--- src/rtl/nnis_divider.sv ---
// Restoring divider, one quotient bit per cycle, for the scale step set-up.
// Depends on nothing outside this file.
`default_nettype none

module nnis_divider #(
  parameter int W = 12
) (
  input  wire logic         clk,
  input  wire logic         rst,
  input  wire logic         start,
  input  wire logic [W-1:0] dividend,
  input  wire logic [W-1:0] divisor,
  output logic              done,
  output logic [W-1:0]      quotient,
  output logic [W-1:0]      remainder
);

  localparam int CNT_W = $clog2(W + 1);

  logic             busy;
  logic [CNT_W-1:0] cnt;
  logic [W-1:0]     num;
  logic [W-1:0]     den;
  logic [W:0]       shifted;
  logic [W:0]       diff;

  assign shifted = {remainder, num[W-1]};
  assign diff    = shifted - {1'b0, den};

  always_ff @(posedge clk) begin
    if (rst) begin
      busy <= 1'b0;
      done <= 1'b0;
      cnt  <= '0;
    end else begin
      done <= 1'b0;
      if (start) begin
        busy      <= 1'b1;
        cnt       <= CNT_W'(W);
        num       <= dividend;
        den       <= divisor;
        remainder <= '0;
        quotient  <= '0;
      end else if (busy) begin
        num <= {num[W-2:0], 1'b0};
        if (!diff[W]) begin
          remainder <= diff[W-1:0];
          quotient  <= {quotient[W-2:0], 1'b1};
        end else begin
          remainder <= shifted[W-1:0];
          quotient  <= {quotient[W-2:0], 1'b0};
        end
        cnt <= cnt - CNT_W'(1);
        if (cnt == CNT_W'(1)) begin
          busy <= 1'b0;
          done <= 1'b1;
        end
      end
    end
  end

endmodule

`default_nettype wire

--- config.mk ---
export PLATFORM = sky130hd
export DESIGN_NAME = nnis_divider
export DESIGN_NICKNAME = d
export VERILOG_FILES = /design/src/rtl/nnis_divider.sv
export SDC_FILE = /design/constraint.sdc
export NUM_CORES = 1
export LEC_CHECK = 0
export BUFFER_PORTS_ARGS = -buffer_cell sky130_fd_sc_hd__buf_2
export CAP_MARGIN = 15
export CORE_ASPECT_RATIO = 2
export CORE_MARGIN = 5
export CORE_UTILIZATION = 44
export CTS_BUF_LIST = sky130_fd_sc_hd__clkbuf_2 sky130_fd_sc_hd__clkbuf_4 sky130_fd_sc_hd__clkbuf_8
export DETAILED_ROUTE_END_ITERATION = 8
export PLACE_DENSITY = 0.77
export SLEW_MARGIN = 20
export SYNTH_ARGS = -nofsm -noshare
export SYNTH_HDL_FRONTEND = slang
export SYNTH_SLANG_ARGS = --single-unit
--- constraint.sdc ---
create_clock -name clk -period 3.65 [get_ports clk]
set_input_delay 0.1825 -clock clk [delete_from_list [all_inputs] [get_ports clk]]
set_output_delay 0.1825 -clock clk [all_outputs]
set_load 0.1 [all_outputs]
==> out/qor.yml <==
outcome: "complete, no violations"
postRouteWirelength_um: 5550
hpwl_um: 3950
yosysTopAreaCell: "sky130_fd_sc_hd__edfxtp_1"
unrepaired_setup_endpoints_after_global_routing: "false"
n_antenna_cell: 0
die_h_um: 122
max_vdd_drop_v: 0.000354
postRouteAntennaNets: 0
total_of_flip_flops_plus_latches_after_synthesis: 54
crit_path_max_fanout: 7
worst_hold_slack_ps: 38.1
yosys.cell_count.top_type: "sky130_fd_sc_hd__edfxtp_1"
routabilityCongestion: 0.807
final_hold_viol_count: 0
syn_inst: 229
ctsRootBufferMaster: "sky130_fd_sc_hd__clkbuf_8"
post-synth-top-area-fraction_pct: 52.0
globalRouteTotalUtil_pct: 15.0
synth.yosys.warnings: 0
p_sw_w: 0.000587
crit_type: "reg2reg"
drive_above_1_share_pct: 28.5
area_delta_synth_final_pct: 16.0
num_vias: 1907
drt-wirelength-per-cell_um: 15.0
timing.clock.skew_ps: 9.25
grt_antenna_before_repair: 0
pwr-share-comb_pct: 31.8
dpl.cell_count: 362
syn_avg_cell_area_sq_um: 12.1
total_gr_overflow: 0
tightest_slew_ps: 1020
cts.reportedPaths.clkPinSlew_ps: 100
finalMaxSlewViolations: 0
cts_tree: "done"
setup_viol: 0
finalSetupTns_ps: 0
p_sw_share_pct: 36.4
finalWorstPathRequiredPeriod_ps: 3140
nets: 325
drt_via_density: 5.15
first_global_vias: 1992
cts-hold-fix-buffers: 0
num_rows: 41
core_footprint_sq_um: 6210
route.detailed.drc: 0
final.period_utilization_pct: 86.1
die_area_sq_um: 8090
required_ps: 3680
initial_standard_cell_utilization_of_the_core_pct: 44.7
maxSlewHeadroom_pct: 31.5
pin_count: 52
clock_sink_count: 54
cp-start-kind: "flip-flop"
drtIter0Drc: 138
clockPowerShare_pct: 21.0
synth.cell_area_sq_um: 2770
grt_start_max_net_pins: 40
io_buffer_count: 51
worst_min_delay_path_class: "in2reg"
finalPower_w: 0.00161
setup_slack_ps: 506
post_cts.repair.setup_buffers: 0
postSynth.asyncResetShare_pct: 0
yosysUniqueCellTypes: 43
power_density_nw_per_um2: 502
ys.flop_type: "sky130_fd_sc_hd__edfxtp_1"
seq_area_frac_synth_pct: 56.3
postSynthNetCount: 271
crit_path_end_kind: "flip-flop"
leakage_nw: 1.30
synth-edff-count: 48
maxClockFrequency_mhz: 318
cts_htree_levels: 2
synth_area_leaders: "sky130_fd_sc_hd__edfxtp_1, sky130_fd_sc_hd__ha_1, sky130_fd_sc_hd__mux2_2, sky130_fd_sc_hd__dfxtp_1, sky130_fd_sc_hd__a21oi_1"
post_layout_nonfiller_instances: 370
worst_skew_pair.late_latency_ps: 310
worstPathArrival_ps: 3180
cts_made_buffers: 5
pre_cts_slack_ps: 573
pwr-share-seq_pct: 47.2
detailedRoute.firstPassIterationCount: 5
floorplan.die.width_um: 66.1
cap_violations: 0
grt_first_pass_wirelength_um: 9410
synth_commonest_cells: "sky130_fd_sc_hd__edfxtp_1, sky130_fd_sc_hd__a21oi_1, sky130_fd_sc_hd__inv_1, sky130_fd_sc_hd__nor2b_1, sky130_fd_sc_hd__ha_1"
post_cts.resized_instances: 0
cts_max_path_buffers: 2
internal_power_w: 0.00103
layout make-up:
cell class,count,area (sq um)
Sequential cell,54,1560
Fill cell,538,2990
Clock inverter,3,20.0
Inverter,19,71.3
Timing Repair Buffer,53,270
Tap cell,86,108
Multi-Input combinational cell,150,1120
Clock buffer,5,68.8
state kept, by name (all words and copies together) (netlist names):
name,flops
num,12
quotient,12
remainder,12
done,1
busy,1
den,12
cnt,4
layout by cell type (no fill, tap or decap), types with 4 or more instances in the layout:
cell type	n
sky130_fd_sc_hd__clkbuf_8	5
sky130_fd_sc_hd__dfxtp_1	6
sky130_fd_sc_hd__mux2_2	12
sky130_fd_sc_hd__nor2_1	8
sky130_fd_sc_hd__nand2b_1	5
sky130_fd_sc_hd__buf_2	51
sky130_fd_sc_hd__ha_1	14
sky130_fd_sc_hd__edfxtp_1	48
sky130_fd_sc_hd__nand3_1	9
sky130_fd_sc_hd__nor2b_1	15
sky130_fd_sc_hd__inv_1	19
sky130_fd_sc_hd__nand2_1	7
sky130_fd_sc_hd__o21ai_0	13
sky130_fd_sc_hd__a21oi_1	22
sky130_fd_sc_hd__xnor2_1	8
sky130_fd_sc_hd__mux2i_1	4
final timing paths:
path | from | endpoint | slack [ps] | cells past startpoint
max | num[11] | remainder[0] | 510 | 11
min | divisor[10] | den[10] | 40 | 1
max reg2reg | num[11] | remainder[0] | 510 | 11
min reg2reg | cnt[2] | busy | 530 | 1
cells by family after synthesis:
logic type	Yosys count	share of synthesized area, %
DFF	54	56.3
muxes	16	6.32
adders and majority gates	15	7.04
and+or+nand+nor	54	10.4
buffers and inverters	25	3.70
xor gates and xnor gates	11	3.48
AOI/OAI and AO/OA	54	12.7
routing by layer:
layer	up-vias	global-route usage (%)	share of wire, %
li1	939	-	-
met1	902	19.1	43
met2	60	24.3	50
met3	6	3.94	5.9
met4	0	5.22	1.5
met5	-	0	0
metrics by stage:
step	area (sq um)	util, %
after floorplan	2770	-
after global placement	3130	50.4
after detailed placement	3130	50.4
after CTS	3220	51.8
after global routing	3220	51.8
final	3220	51.8
worst max-delay path, cell delays in order, from the launching register on:
cell and delay, ps:
sky130_fd_sc_hd__edfxtp_1 420, sky130_fd_sc_hd__inv_1 90, sky130_fd_sc_hd__ha_1 160, sky130_fd_sc_hd__inv_1 50, sky130_fd_sc_hd__fa_1 400, sky130_fd_sc_hd__a21oi_1 320
sky130_fd_sc_hd__o211ai_2 150, sky130_fd_sc_hd__a2111o_1 440, sky130_fd_sc_hd__a21oi_1 440, sky130_fd_sc_hd__buf_4 230, sky130_fd_sc_hd__or3_1 110, sky130_fd_sc_hd__a21oi_1 60
power groups by stage:
stage | registers, W | logic (W) | clock network [W]
3_5_place_dp | 0.000775 | 0.000511 | 0
5_1_grt | 0.000767 | 0.000556 | 0.000382
6_report | 0.000762 | 0.000513 | 0.000338
3_3_place_gp | 0.000774 | 0.000499 | 0
2_1_floorplan | 0.000936 | 0.000251 | 0
4_1_cts | 0.000762 | 0.000514 | 0.000357
Note: power is estimated with default switching activity, not from simulation.
